--- src/fsba_pkg.sv ---
package fsba_pkg;

  // fixed field widths
  localparam int SIZE_W = 20;
  localparam int ADDR_W = 20;
  localparam int LEN_W  = 20;

  typedef enum logic [2:0] {
    ST_OK        = 3'd0,
    ST_ZERO      = 3'd1,
    ST_NULL      = 3'd2,
    ST_UNKNOWN   = 3'd3,
    ST_EXHAUSTED = 3'd4,
    ST_FULL      = 3'd5
  } status_t;

  typedef enum logic {
    CMD_ALLOC = 1'b0,
    CMD_FREE  = 1'b1
  } cmd_t;

  // placement rules; the spare code behaves as first fit
  localparam logic [1:0] FIT_FIRST = 2'd0;
  localparam logic [1:0] FIT_BEST  = 2'd1;
  localparam logic [1:0] FIT_WORST = 2'd2;

endpackage

--- src/fsba_table.sv ---
module fsba_table #(
  parameter int ENTRIES = 16,
  parameter int AW      = 20,
  localparam int IW     = $clog2(ENTRIES)
) (
  input  logic                       clk,
  input  logic                       rd_en,
  input  logic [IW-1:0]              rd_idx,
  output logic [AW-1:0]              rd_base,
  output logic [fsba_pkg::LEN_W-1:0] rd_len,
  input  logic                       wr_en,
  input  logic [IW-1:0]              wr_idx,
  input  logic [AW-1:0]              wr_base,
  input  logic [fsba_pkg::LEN_W-1:0] wr_len
);

  logic [AW-1:0]              base_mem [ENTRIES];
  logic [fsba_pkg::LEN_W-1:0] len_mem  [ENTRIES];

  always_ff @(posedge clk) begin
    if (wr_en) begin
      base_mem[wr_idx] <= wr_base;
      len_mem[wr_idx]  <= wr_len;
    end
    if (rd_en) begin
      rd_base <= base_mem[rd_idx];
      rd_len  <= len_mem[rd_idx];
    end
  end

endmodule

--- src/fit_strategy_block_allocator_unit.sv ---
// timing: a request rejected at once (zero size, null free, used table full) has its result
//   registered in the cycle after acceptance; otherwise the scan reads the active table one
//   entry at a time until a match or the end, then the pick state, then, when a table entry is
//   taken out, the shift state that moves the later entries down and the append state
// flow: one item at a time; the next item is taken once the result is taken and the unit is
//   idle again, set by the single registered read port of each table and the compare unit
// reset: rst_n synchronous active low; both tables empty, heap break zero, first fit
module fit_strategy_block_allocator_unit #(
  parameter int              FREE_ENTRIES = 16,
  parameter int              USED_ENTRIES = 16,
  parameter longint unsigned HEAP_BYTES   = 64'd1048576
) (
  input  logic        clk,
  input  logic        rst_n,
  // configuration: fit strategy
  input  logic        cfg_we,
  input  logic [1:0]  cfg_wdata,
  // request channel
  input  logic        in_tvalid,
  output logic        in_tready,
  input  logic [39:0] in_tdata,   // request_size [19:0], free_address [39:20]
  input  logic [1:0]  in_tuser,   // cmd [0], free_is_null [1]
  // result channel
  output logic        out_tvalid,
  input  logic        out_tready,
  output logic [23:0] out_tdata,  // status [2:0], block_address [22:3], zero fill [23]
  output logic        out_tuser   // from_free_table [0]
);

  localparam int LW   = fsba_pkg::LEN_W;
  localparam int SW   = fsba_pkg::SIZE_W;
  // heap offsets and break
  localparam int AW   = $clog2(HEAP_BYTES);
  localparam int BW   = $clog2(HEAP_BYTES + 64'd1);
  localparam int MW   = (AW > fsba_pkg::ADDR_W) ? AW : fsba_pkg::ADDR_W;
  localparam int EW   = ((BW > SW) ? BW : SW) + 1;
  // table indexes and counts
  localparam int FIW  = $clog2(FREE_ENTRIES);
  localparam int UIW  = $clog2(USED_ENTRIES);
  localparam int FCW  = $clog2(FREE_ENTRIES + 1);
  localparam int UCW  = $clog2(USED_ENTRIES + 1);
  localparam int MAXE = (FREE_ENTRIES > USED_ENTRIES) ? FREE_ENTRIES : USED_ENTRIES;
  localparam int XW   = $clog2(MAXE + 1);

  typedef enum logic [2:0] {
    S_IDLE, S_SCAN, S_PICK, S_SHIFT, S_APPEND, S_RESP
  } state_t;

  state_t             state_r, state_nxt;
  logic [1:0]         fit_r, fit_nxt;
  fsba_pkg::cmd_t     cmd_r, cmd_nxt;
  logic [SW-1:0]      size_r, size_nxt;
  logic [fsba_pkg::ADDR_W-1:0] addr_r, addr_nxt;
  logic [FCW-1:0]     free_cnt_r, free_cnt_nxt;
  logic [UCW-1:0]     used_cnt_r, used_cnt_nxt;
  logic [BW-1:0]      brk_r, brk_nxt;
  logic [XW-1:0]      iss_r, iss_nxt;
  logic               ev_vld_r, ev_vld_nxt;
  logic [XW-1:0]      ev_idx_r, ev_idx_nxt;
  logic               pick_vld_r, pick_vld_nxt;
  logic [XW-1:0]      pick_idx_r, pick_idx_nxt;
  logic [AW-1:0]      pick_base_r, pick_base_nxt;
  logic [LW-1:0]      pick_len_r, pick_len_nxt;
  logic               out_vld_r, out_vld_nxt;
  fsba_pkg::status_t  out_st_r, out_st_nxt;
  logic [fsba_pkg::ADDR_W-1:0] out_addr_r, out_addr_nxt;
  logic               out_from_r, out_from_nxt;

  // table ports
  logic           f_rd_en, f_wr_en, u_rd_en, u_wr_en;
  logic [FIW-1:0] f_rd_idx, f_wr_idx;
  logic [UIW-1:0] u_rd_idx, u_wr_idx;
  logic [AW-1:0]  f_rd_base, f_wr_base, u_rd_base, u_wr_base;
  logic [LW-1:0]  f_rd_len, f_wr_len, u_rd_len, u_wr_len;

  // active table: freed blocks for allocate, blocks in use for free
  logic [XW-1:0]  cnt_act;
  logic [AW-1:0]  act_base;
  logic [LW-1:0]  act_len;
  logic           issue;
  logic           fits, exact, better;
  logic [EW-1:0]  brk_sum;
  logic [XW-1:0]  wr_back;
  logic           in_acc;

  fsba_table #(.ENTRIES(FREE_ENTRIES), .AW(AW)) u_free_tbl (
    .clk(clk), .rd_en(f_rd_en), .rd_idx(f_rd_idx), .rd_base(f_rd_base), .rd_len(f_rd_len),
    .wr_en(f_wr_en), .wr_idx(f_wr_idx), .wr_base(f_wr_base), .wr_len(f_wr_len)
  );

  fsba_table #(.ENTRIES(USED_ENTRIES), .AW(AW)) u_used_tbl (
    .clk(clk), .rd_en(u_rd_en), .rd_idx(u_rd_idx), .rd_base(u_rd_base), .rd_len(u_rd_len),
    .wr_en(u_wr_en), .wr_idx(u_wr_idx), .wr_base(u_wr_base), .wr_len(u_wr_len)
  );

  assign in_tready  = (state_r == S_IDLE);
  assign in_acc     = in_tvalid && in_tready;
  assign out_tvalid = out_vld_r;
  assign out_tdata  = {1'b0, out_addr_r, out_st_r};
  assign out_tuser  = out_from_r;

  assign cnt_act  = (cmd_r == fsba_pkg::CMD_FREE) ? XW'(used_cnt_r) : XW'(free_cnt_r);
  assign act_base = (cmd_r == fsba_pkg::CMD_FREE) ? u_rd_base : f_rd_base;
  assign act_len  = (cmd_r == fsba_pkg::CMD_FREE) ? u_rd_len : f_rd_len;
  assign wr_back  = ev_idx_r - XW'(1);

  // the shared compare unit
  assign fits    = act_len >= size_r;
  assign exact   = act_len == size_r;
  assign better  = (fit_r == fsba_pkg::FIT_WORST) ? (act_len > pick_len_r)
                                                  : (act_len < pick_len_r);
  assign brk_sum = EW'(brk_r) + EW'(size_r);

  always_comb begin
    state_nxt     = state_r;
    fit_nxt       = cfg_we ? cfg_wdata : fit_r;
    cmd_nxt       = cmd_r;
    size_nxt      = size_r;
    addr_nxt      = addr_r;
    free_cnt_nxt  = free_cnt_r;
    used_cnt_nxt  = used_cnt_r;
    brk_nxt       = brk_r;
    iss_nxt       = iss_r;
    ev_vld_nxt    = 1'b0;
    ev_idx_nxt    = iss_r;
    pick_vld_nxt  = pick_vld_r;
    pick_idx_nxt  = pick_idx_r;
    pick_base_nxt = pick_base_r;
    pick_len_nxt  = pick_len_r;
    out_vld_nxt   = out_vld_r;
    out_st_nxt    = out_st_r;
    out_addr_nxt  = out_addr_r;
    out_from_nxt  = out_from_r;
    issue         = 1'b0;
    f_rd_en = 1'b0; f_wr_en = 1'b0; u_rd_en = 1'b0; u_wr_en = 1'b0;
    f_rd_idx  = iss_r[FIW-1:0];
    u_rd_idx  = iss_r[UIW-1:0];
    f_wr_idx  = wr_back[FIW-1:0];
    u_wr_idx  = wr_back[UIW-1:0];
    f_wr_base = act_base;
    f_wr_len  = act_len;
    u_wr_base = act_base;
    u_wr_len  = act_len;

    case (state_r)
      S_IDLE: begin
        if (in_acc) begin
          cmd_nxt      = fsba_pkg::cmd_t'(in_tuser[0]);
          size_nxt     = in_tdata[19:0];
          addr_nxt     = in_tdata[39:20];
          out_addr_nxt = '0;
          out_from_nxt = 1'b0;
          iss_nxt      = '0;
          pick_vld_nxt = 1'b0;
          pick_len_nxt = '0;
          state_nxt    = S_SCAN;
          if (in_tuser[0] == fsba_pkg::CMD_ALLOC) begin
            if (in_tdata[19:0] == '0) begin
              out_st_nxt = fsba_pkg::ST_ZERO;
              state_nxt  = S_RESP;
              out_vld_nxt = 1'b1;
            end else if (used_cnt_r == UCW'(USED_ENTRIES)) begin
              out_st_nxt = fsba_pkg::ST_FULL;
              state_nxt  = S_RESP;
              out_vld_nxt = 1'b1;
            end
          end else if (in_tuser[1]) begin
            out_st_nxt  = fsba_pkg::ST_NULL;
            state_nxt   = S_RESP;
            out_vld_nxt = 1'b1;
          end
        end
      end

      // one read issued per cycle, the entry read last cycle compared
      S_SCAN: begin
        issue = iss_r < cnt_act;
        if (ev_vld_r) begin
          if (cmd_r == fsba_pkg::CMD_FREE) begin
            if (MW'(act_base) == MW'(addr_r)) begin
              pick_vld_nxt = 1'b1;
              pick_idx_nxt = ev_idx_r;
              pick_base_nxt = act_base;
              pick_len_nxt = act_len;
              issue = 1'b0;
              state_nxt = S_PICK;
            end
          end else if (fits) begin
            if ((fit_r == fsba_pkg::FIT_BEST && exact) ||
                (fit_r != fsba_pkg::FIT_BEST && fit_r != fsba_pkg::FIT_WORST)) begin
              pick_vld_nxt = 1'b1;
              pick_idx_nxt = ev_idx_r;
              pick_base_nxt = act_base;
              pick_len_nxt = act_len;
              issue = 1'b0;
              state_nxt = S_PICK;
            end else if (!pick_vld_r || better) begin
              pick_vld_nxt = 1'b1;
              pick_idx_nxt = ev_idx_r;
              pick_base_nxt = act_base;
              pick_len_nxt = act_len;
            end
          end
        end
        if (!ev_vld_r && !issue) begin
          state_nxt = S_PICK;
        end
        if (issue) begin
          f_rd_en    = (cmd_r == fsba_pkg::CMD_ALLOC);
          u_rd_en    = (cmd_r == fsba_pkg::CMD_FREE);
          iss_nxt    = iss_r + XW'(1);
          ev_vld_nxt = 1'b1;
        end
      end

      S_PICK: begin
        iss_nxt   = pick_idx_r + XW'(1);
        state_nxt = S_RESP;
        if (cmd_r == fsba_pkg::CMD_ALLOC) begin
          if (pick_vld_r) begin
            state_nxt = S_SHIFT;
          end else if (brk_sum > EW'(HEAP_BYTES)) begin
            out_st_nxt = fsba_pkg::ST_EXHAUSTED;
          end else begin
            // bump the break
            u_wr_en      = 1'b1;
            u_wr_idx     = used_cnt_r[UIW-1:0];
            u_wr_base    = AW'(brk_r);
            u_wr_len     = size_r;
            used_cnt_nxt = used_cnt_r + UCW'(1);
            brk_nxt      = BW'(brk_sum);
            out_addr_nxt = fsba_pkg::ADDR_W'(MW'(brk_r));
            out_st_nxt   = fsba_pkg::ST_OK;
          end
        end else if (!pick_vld_r) begin
          out_st_nxt = fsba_pkg::ST_UNKNOWN;
        end else if (free_cnt_r == FCW'(FREE_ENTRIES)) begin
          out_st_nxt = fsba_pkg::ST_FULL;
        end else begin
          f_wr_en      = 1'b1;
          f_wr_idx     = free_cnt_r[FIW-1:0];
          f_wr_base    = pick_base_r;
          f_wr_len     = pick_len_r;
          free_cnt_nxt = free_cnt_r + FCW'(1);
          state_nxt    = S_SHIFT;
        end
        out_vld_nxt = (state_nxt == S_RESP);
      end

      // close the gap: read entry j, write it back at j - 1
      S_SHIFT: begin
        issue = iss_r < cnt_act;
        if (ev_vld_r) begin
          f_wr_en = (cmd_r == fsba_pkg::CMD_ALLOC);
          u_wr_en = (cmd_r == fsba_pkg::CMD_FREE);
        end
        if (issue) begin
          f_rd_en    = (cmd_r == fsba_pkg::CMD_ALLOC);
          u_rd_en    = (cmd_r == fsba_pkg::CMD_FREE);
          iss_nxt    = iss_r + XW'(1);
          ev_vld_nxt = 1'b1;
        end else if (!ev_vld_r) begin
          state_nxt = S_APPEND;
        end
      end

      S_APPEND: begin
        out_st_nxt  = fsba_pkg::ST_OK;
        out_vld_nxt = 1'b1;
        state_nxt   = S_RESP;
        if (cmd_r == fsba_pkg::CMD_ALLOC) begin
          if (pick_len_r > size_r) begin
            // remainder of the split goes to the tail
            f_wr_en   = 1'b1;
            f_wr_idx  = FIW'(free_cnt_r - FCW'(1));
            f_wr_base = AW'(MW'(pick_base_r) + MW'(size_r));
            f_wr_len  = pick_len_r - size_r;
          end else begin
            free_cnt_nxt = free_cnt_r - FCW'(1);
          end
          u_wr_en      = 1'b1;
          u_wr_idx     = used_cnt_r[UIW-1:0];
          u_wr_base    = pick_base_r;
          u_wr_len     = size_r;
          used_cnt_nxt = used_cnt_r + UCW'(1);
          out_addr_nxt = fsba_pkg::ADDR_W'(MW'(pick_base_r));
          out_from_nxt = 1'b1;
        end else begin
          used_cnt_nxt = used_cnt_r - UCW'(1);
        end
      end

      S_RESP: begin
        if (out_tready) begin
          out_vld_nxt = 1'b0;
          state_nxt   = S_IDLE;
        end
      end

      default: begin
        state_nxt = S_IDLE;
      end
    endcase
  end

  always_ff @(posedge clk) begin
    if (!rst_n) begin
      state_r    <= S_IDLE;
      fit_r      <= fsba_pkg::FIT_FIRST;
      free_cnt_r <= '0;
      used_cnt_r <= '0;
      brk_r      <= '0;
      ev_vld_r   <= 1'b0;
      out_vld_r  <= 1'b0;
    end else begin
      state_r    <= state_nxt;
      fit_r      <= fit_nxt;
      free_cnt_r <= free_cnt_nxt;
      used_cnt_r <= used_cnt_nxt;
      brk_r      <= brk_nxt;
      ev_vld_r   <= ev_vld_nxt;
      out_vld_r  <= out_vld_nxt;
    end
    cmd_r       <= cmd_nxt;
    size_r      <= size_nxt;
    addr_r      <= addr_nxt;
    iss_r       <= iss_nxt;
    ev_idx_r    <= ev_idx_nxt;
    pick_vld_r  <= pick_vld_nxt;
    pick_idx_r  <= pick_idx_nxt;
    pick_base_r <= pick_base_nxt;
    pick_len_r  <= pick_len_nxt;
    out_st_r    <= out_st_nxt;
    out_addr_r  <= out_addr_nxt;
    out_from_r  <= out_from_nxt;
  end

  // table fill never runs past its depth
  a_used_cnt: assert property (@(posedge clk) disable iff (!rst_n)
    used_cnt_r <= UCW'(USED_ENTRIES)) else $error("used count overflow");

  a_free_cnt: assert property (@(posedge clk) disable iff (!rst_n)
    free_cnt_r <= FCW'(FREE_ENTRIES)) else $error("free count overflow");

  // the break stays inside the heap
  a_brk: assert property (@(posedge clk) disable iff (!rst_n)
    EW'(brk_r) <= EW'(HEAP_BYTES)) else $error("heap break past heap end");

  // a reused block is only ever reported with an ok status
  a_reuse_ok: assert property (@(posedge clk) disable iff (!rst_n)
    out_vld_r && out_from_r |-> out_st_r == fsba_pkg::ST_OK)
    else $error("reuse flag on failed request");

  // an item closes the input until its result is taken
  a_busy: assert property (@(posedge clk) disable iff (!rst_n)
    in_acc |=> !in_tready) else $error("input reopened during request");

endmodule
--- config.mk ---
export PLATFORM = sky130hd
export DESIGN_NAME = fit_strategy_block_allocator_unit
export DESIGN_NICKNAME = d
export VERILOG_FILES = /design/src/fsba_pkg.sv /design/src/fsba_table.sv /design/src/fit_strategy_block_allocator_unit.sv
export SDC_FILE = /design/constraint.sdc
export NUM_CORES = 2
export LEC_CHECK = 0
export ABC_AREA = 0
export BUFFER_PORTS_ARGS = -buffer_cell sky130_fd_sc_hd__buf_2
export CAP_MARGIN = 20
export CORE_MARGIN = 1
export CORE_UTILIZATION = 55
export CTS_BUF_LIST = sky130_fd_sc_hd__clkbuf_8 sky130_fd_sc_hd__clkbuf_16
export CTS_CLUSTER_SIZE = 40
export DETAILED_ROUTE_END_ITERATION = 10
export PLACE_DENSITY = 0.76
export RECOVER_POWER = 25
export SKIP_CTS_REPAIR_TIMING = 1
export SYNTH_ARGS = -nofsm -noshare
export SYNTH_HDL_FRONTEND = slang
export SYNTH_SLANG_ARGS = --single-unit
--- constraint.sdc ---
create_clock -name clk -period 17.2 [get_ports clk]
set_input_delay 5.16 -clock clk [delete_from_list [all_inputs] [get_ports clk]]
set_output_delay 5.16 -clock clk [all_outputs]
set_load 0.02 [all_outputs]
Word-level counts from Yosys, hierarchy flattened
Memory sizes are Yosys's and may differ from the RTL's. A register that Yosys moved wholly into a read port is not among the register bits.
Cells that the tools add are included.
Word-level totals
  bits in writable memories: 1280
  input port bits: 49
  memories kept: 4
  output and inout port bits: 27
  register bits: 159
  logic and storage cells: 269
Memories
  u_free_tbl.base_mem: depth 16, bits a word 20, rd ports 1, clocked after memory_dff 1, wr ports 1, line fsba_table.sv:17  | logic [AW-1:0] base_mem [ENTRIES];
  u_free_tbl.len_mem: depth 16, bits a word 20, rd ports 1, clocked after memory_dff 1, wr ports 1, line fsba_table.sv:18  | logic [fsba_pkg::LEN_W-1:0] len_mem [ENTRIES];
  u_used_tbl.base_mem: depth 16, bits a word 20, rd ports 1, clocked after memory_dff 1, wr ports 1, line fsba_table.sv:17
  u_used_tbl.len_mem: depth 16, bits a word 20, rd ports 1, clocked after memory_dff 1, wr ports 1, line fsba_table.sv:18
Operators by class
  muxes and demuxes: 155
  add/sub/neg operators: 10
  reduce and logical (&&, ||, !) cells: 31
  equality and inequality tests: 41
  bitwise gates (word level): 3
  order comparisons: 6
Operators with widths (number)
  two-way mux 20 bit: 36
  case mux 20 bit (2 select lines): 5
  two-way mux 5 bit: 18
  two-way mux 3 bit: 29
  case mux 20 bit (3 select lines): 1
  two-way mux 1 bit: 42
  == test 20 bit: 2
  > comparator 20 bit: 2
  two-way mux 4 bit: 9
  inequality test 2 bit, second input constant: 15
  AND reduction 6 bit: 4
  adder 21 x 20 -> 22 bit: 1
  > comparator 22 x 21 -> 1 bit, second input constant: 1
  adder 20 bit: 1
  adder 5 x 1 -> 5 bit, second input constant: 4
  greater-or-equal comparator 20 bit: 1
  logical NOT 20 bit: 1
  less-than comparator 20 bit: 1
  case mux 5 bit (2 select lines): 2
  case mux 5 bit (4 select lines): 1
  subtractor 20 bit: 1
  case mux 3 bit (6 select lines): 1
  inequality test 4 bit, second input constant: 4
  case mux 4 bit (2 select lines): 2
  30 further kinds: 62

Logic depth before layout (Yosys ltp)
  depth after elaboration: 13
  depth in mapped cells: 20
  mapped depth without buffers: 16

By module
From an unflattened synthesis, not the netlist that was laid out.
Unflattened totals
  cell total of the unflattened synthesis: 3648
  area total of the unflattened synthesis: 64468.1 sq um
By module, submodules not included
  fsba_table: sequential area each 20419.6 sq um, cells an instance 1040, area an instance 25530.7 sq um, times used 2
  fit_strategy_block_allocator_unit: sequential area each 4344.2 sq um, cells an instance 1568, area an instance 13406.6 sq um, times used 1

Least setup slack after synthesis
No wires, ideal clock.
  path kind: register to register
  start point: register cmd_r
  end point: register u_free_tbl.rd_base[0], read port of u_free_tbl.base_mem, enable pin
  required time: 16.713 ns
  path buffers: 5
  stages on the path, launching flop included: 20
  library setup time: 0.487 ns
  path slack: 9.698 ns
  clock period less this slack: 7.502 ns
  arrival: 7.015 ns
  cell sequence: edfxtp_1 > buf_1 > clkbuf_1 > buf_1 > buf_1 > clkbuf_1 > mux2i_1 > inv_1 > ha_1 > a21o_1 > a21o_1 > a21o_1 > a21o_1 > a21o_1 > a21o_1 > a21oi_1 > o211ai_1 > a21oi_1 > o31ai_1 > nor3_1
On the way
  cells in the longest elaborated chain, start to end: 11
  elaborated cells between the ends (all ways): 19
  classes of those cells: order compare: 2; eq/ne: 2; mux: 12; bitwise: 1; reduce/logical: 2
RTL lines
  from (decl): line fit_strategy_block_allocator_unit.sv:51  | fsba_pkg::cmd_t cmd_r, cmd_nxt;
  from (signal assigned): line fit_strategy_block_allocator_unit.sv:324  | cmd_r <= cmd_nxt;
  two-way mux 20 bit *: line fit_strategy_block_allocator_unit.sv:104  | assign act_len = (cmd_r == fsba_pkg::CMD_FREE) ? u_rd_len : f_rd_len;
  via act_len[4]: line fit_strategy_block_allocator_unit.sv:79  | logic [LW-1:0] act_len;
  branches (longest 4 deep; another with greater-or-equal comparator 20 bit)
  two-way mux 1 bit *: line fit_strategy_block_allocator_unit.sv:188  | end else if (fits) begin
  two-way mux 1 bit *: line fit_strategy_block_allocator_unit.sv:179  | if (cmd_r == fsba_pkg::CMD_FREE) begin
  two-way mux 1 bit *: line fit_strategy_block_allocator_unit.sv:178  | if (ev_vld_r) begin
  two-way mux 1 bit *: line fit_strategy_block_allocator_unit.sv:145  | case (state_r)
  two-way mux 1 bit *: line fit_strategy_block_allocator_unit.sv:208  | if (issue) begin
  case mux 1 bit (2 select lines) *: line fit_strategy_block_allocator_unit.sv:145
  via f_rd_en: line fit_strategy_block_allocator_unit.sv:70  | logic f_rd_en, f_wr_en, u_rd_en, u_wr_en;
  to (decl): line fsba_table.sv:9  | output logic [AW-1:0] rd_base,
Mark *: on every way through the listed nets, which the timed path passes. The select of a mux whose other input is x is not followed.
A chain may end at the register's enable or synchronous reset.

Worst setup path in the final report
  start point: register state_r[1]
  end point: memory u_free_tbl.base_mem[1][1], enable pin
On the way
  cells in the longest elaborated chain, start to end: 4
  elaborated cells between the ends (all ways): 7
  classes of those cells: eq/ne: 3; mux: 4
RTL lines
  from (decl): line fit_strategy_block_allocator_unit.sv:49  | state_t state_r, state_nxt;
  from (signal assigned): line fit_strategy_block_allocator_unit.sv:316  | state_r <= state_nxt;
  == test 3 bit / == test 3 x 2 -> 1 bit (equally long branches): line fit_strategy_block_allocator_unit.sv:145
  case mux 1 bit (3 select lines): line fit_strategy_block_allocator_unit.sv:145
  two-way mux 1 bit: line fsba_table.sv:21  | if (wr_en) begin
  two-way mux 1 bit (implied by the code): line fsba_table.sv:22  | base_mem[wr_idx] <= wr_base;
  to (decl): line fsba_table.sv:17
Parallel ways exist; a longest one is shown, timed or not.

==> impl_metrics.json <==
{
  "end_kind": "flip-flop",
  "detail_route.iter0.violations": 5146,
  "yosysMostFrequentCell": "edfxtp_1",
  "drc": 0,
  "vdd_ir_drop_max_uv": 274.2,
  "fin_setup_tns_ns": 0,
  "synth_top_cells_by_count": "1476 x edfxtp_1, 400 x mux4_2, 178 x nor2_1, 138 x a21oi_1, 135 x nand2_1",
  "yosysTopAreaCell": "edfxtp_1",
  "hold_slack_ns": 0.4114,
  "ys_ff_latch": 1519,
  "num_vias": 36540,
  "clk_latency_ns": 0.78,
  "grt_overflow": 0,
  "pre_cts_slack_ns": 10.00,
  "synthFlopType": "edfxtp_1",
  "synthCells": 3518,
  "core_um2": 116000,
  "synth.area.top_cells": "edfxtp_1 69%, mux4_2 14%, ha_1 2.1%",
  "power_density_nw_per_um2": 172.4,
  "cts_max_level": 4,
  "fp.dieH_um": 343.8,
  "routed_wl_mm": 175.7,
  "total_power_mw": 12.37,
  "drv_cap": 14,
  "final_layout_size_suffix_gt1_share_pct": 21.49,
  "setup_ws_ns": 6.852,
  "netlist_area_um2": 64260,
  "root_buffer": "clkbuf_16",
  "pin_count": 76,
  "setup_violations": 0,
  "wl_per_cell_um": 32.87,
  "synth_area_per_cell_um2": 18.27,
  "antenna_found_initial": 2,
  "placed_area_um2": 67170,
  "critPathMaxFanout": 37,
  "grt_max_degree": 137,
  "finalInstanceArea_um2": 71710,
  "place.gp.congestion": 0.9633,
  "io_buffers": 74,
  "leakagePower_nw": 23.67,
  "critPathKind": "reg -> reg",
  "cts.clk_slew.worst_paths_ns": 0.07,
  "final_hold_viol_count": 0,
  "cts_buffers": 147,
  "worstMarginPinSlew_ns": 9.150,
  "hpwlAfterDp_mm": 96.73,
  "failed_checks": "max-capacitance violations, max-slew violations",
  "area_growth_pct": 11.60,
  "relSlewSlack_pct": -510.0,
  "synth_fp_nets": 3679,
  "rsz0062_at_grt": "no",
  "start_util_pct": 55.37,
  "drv_slew": 663,
  "rows": 125,
  "seq_area_frac_synth_pct": 70.32,
  "fmax_mhz": 96.64,
  "grt_pass1_vias": 35720,
  "clock_path_buffers": 3,
  "cts_sinks": 1519,
  "synthDistinctLibCells": 91,
  "ys_async_sr_fraction_pct": 0,
  "placed_cells": 5070,
  "dieWidth_um": 343.8,
  "grt_pass1_wl_mm": 250.4,
  "grt_usage_pct": 29.98,
  "die-area_um2": 118200,
  "synth_edf_count": 1476,
  "ys_warn_count": 0,
  "worst_clock_skew_ns": 0.02248,
  "hp-class": "reg -> reg",
  "postRouteAntennaNets": 0,
  "dr.pass1.iters": 6,
  "utilization_pct": 61.80,
  "yosys.area.top_type_share_pct": 68.98,
  "nNetsFinal": 3868,
  "fin_crit_ns": 10.35,
  "cp-start-kind": "flip-flop",
  "final_cells": 5345,
  "period_share_pct": 60.16,
  "nFillCells": 7950,
  "cp.arrival_ns": 10.75,
  "worst_ep_required_time_ns": 17.60,
  "viasPerCell": 6.836,
  "status": "complete, but fails checks",
  "cts_tree": "yes"
}
## layer usage
metal,GRT usage [%],routed length [um],up-vias
met5,0,0,-
li1,-,-,14770
met2,47.44,83880,2659
met3,6.206,18910,454
met1,40.19,63640,18660
met4,14.25,9246,0
## state kept, by name, indices dropped and copies added, names as in the netlist, 5 cells and up
register,cells
addr_r,20
u_used_tbl.rd_base,20
pick_len_r,20
brk_r,21
ev_idx_r,5
pick_idx_r,5
u_free_tbl.rd_len,20
used_cnt_r,5
u_free_tbl.len_mem,320
size_r,20
ev_idx_nxt,5
pick_base_r,20
u_free_tbl.base_mem,320
u_used_tbl.rd_len,20
free_cnt_r,5
u_used_tbl.len_mem,320
out_addr_r,20
u_free_tbl.rd_base,20
u_used_tbl.base_mem,320
## cells in the final DEF (no fill, tap or decap), types with 79 or more instances in the layout
cell type | netlist | final
a21oi_1 | 138 | 139
buf_4 | 2 | 94
clkbuf_1 | 121 | 79
clkbuf_16 | 0 | 154
edfxtp_1 | 1476 | 1476
ha_1 | 109 | 109
inv_1 | 104 | 137
mux4_2 | 400 | 400
nand2_1 | 135 | 134
nor2_1 | 178 | 156
o21ai_0 | 88 | 90
## power breakdown
group	switching, mW	total [mW]	internal [mW]
combinational	2.39	4.13	1.74
clock	1.39	3.19	1.80
sequential	0.201	5.05	4.85
total	3.98	12.4	8.38
## logic make-up after synthesis
family,share of synthesized area [%]
AO/OA/AOI/OAI,5.553
XOR/XNOR,0.9269
adder cells (fa/ha/maj),2.216
buffers and inverters,1.725
flip-flops,70.32
multiplexers,15.37
other,0.005836
AND/OR/NAND/NOR,3.889
## path summary, 6_finish.rpt
kind,cells after the start,end,start,slack [ns]
hold / removal,0,pick_idx_r[4],ev_idx_r[4],0.41
setup reg to reg,12,u_free_tbl.base_mem[1][1],state_r[1],6.85
hold reg to reg,0,pick_idx_r[4],ev_idx_r[4],0.41
setup / recovery,12,u_free_tbl.base_mem[1][1],state_r[1],6.85
## critical path, stage by stage (launching register included)
cell and delay (ns):
dfxtp_1 0.82, nor2_1 0.27, nand2_1 0.13, clkbuf_1 1.67
clkinv_1 1.39, nor2_4 0.29, clkbuf_1 1.26, clkbuf_1 1.30
nor3b_1 0.14, a2111oi_0 0.87, nand2_1 0.44, nor2_4 0.73
buf_4 0.58
## area by class of cell
cell class / instances / area, um^2 / area share [%]
clock buffers: 156 / 3881 / 5.412
diodes: 1 / 2.502 / 0.003489
well taps: 1524 / 1907 / 2.659
flip-flops and latches: 1519 / 45180 / 63.01
multi-input cells: 1714 / 18210 / 25.39
inverters: 105 / 394.1 / 0.5496
repair buffers: 220 / 1297 / 1.809
clock inverters: 106 / 838.3 / 1.169
Note: power is estimated with default switching activity, not from simulation.
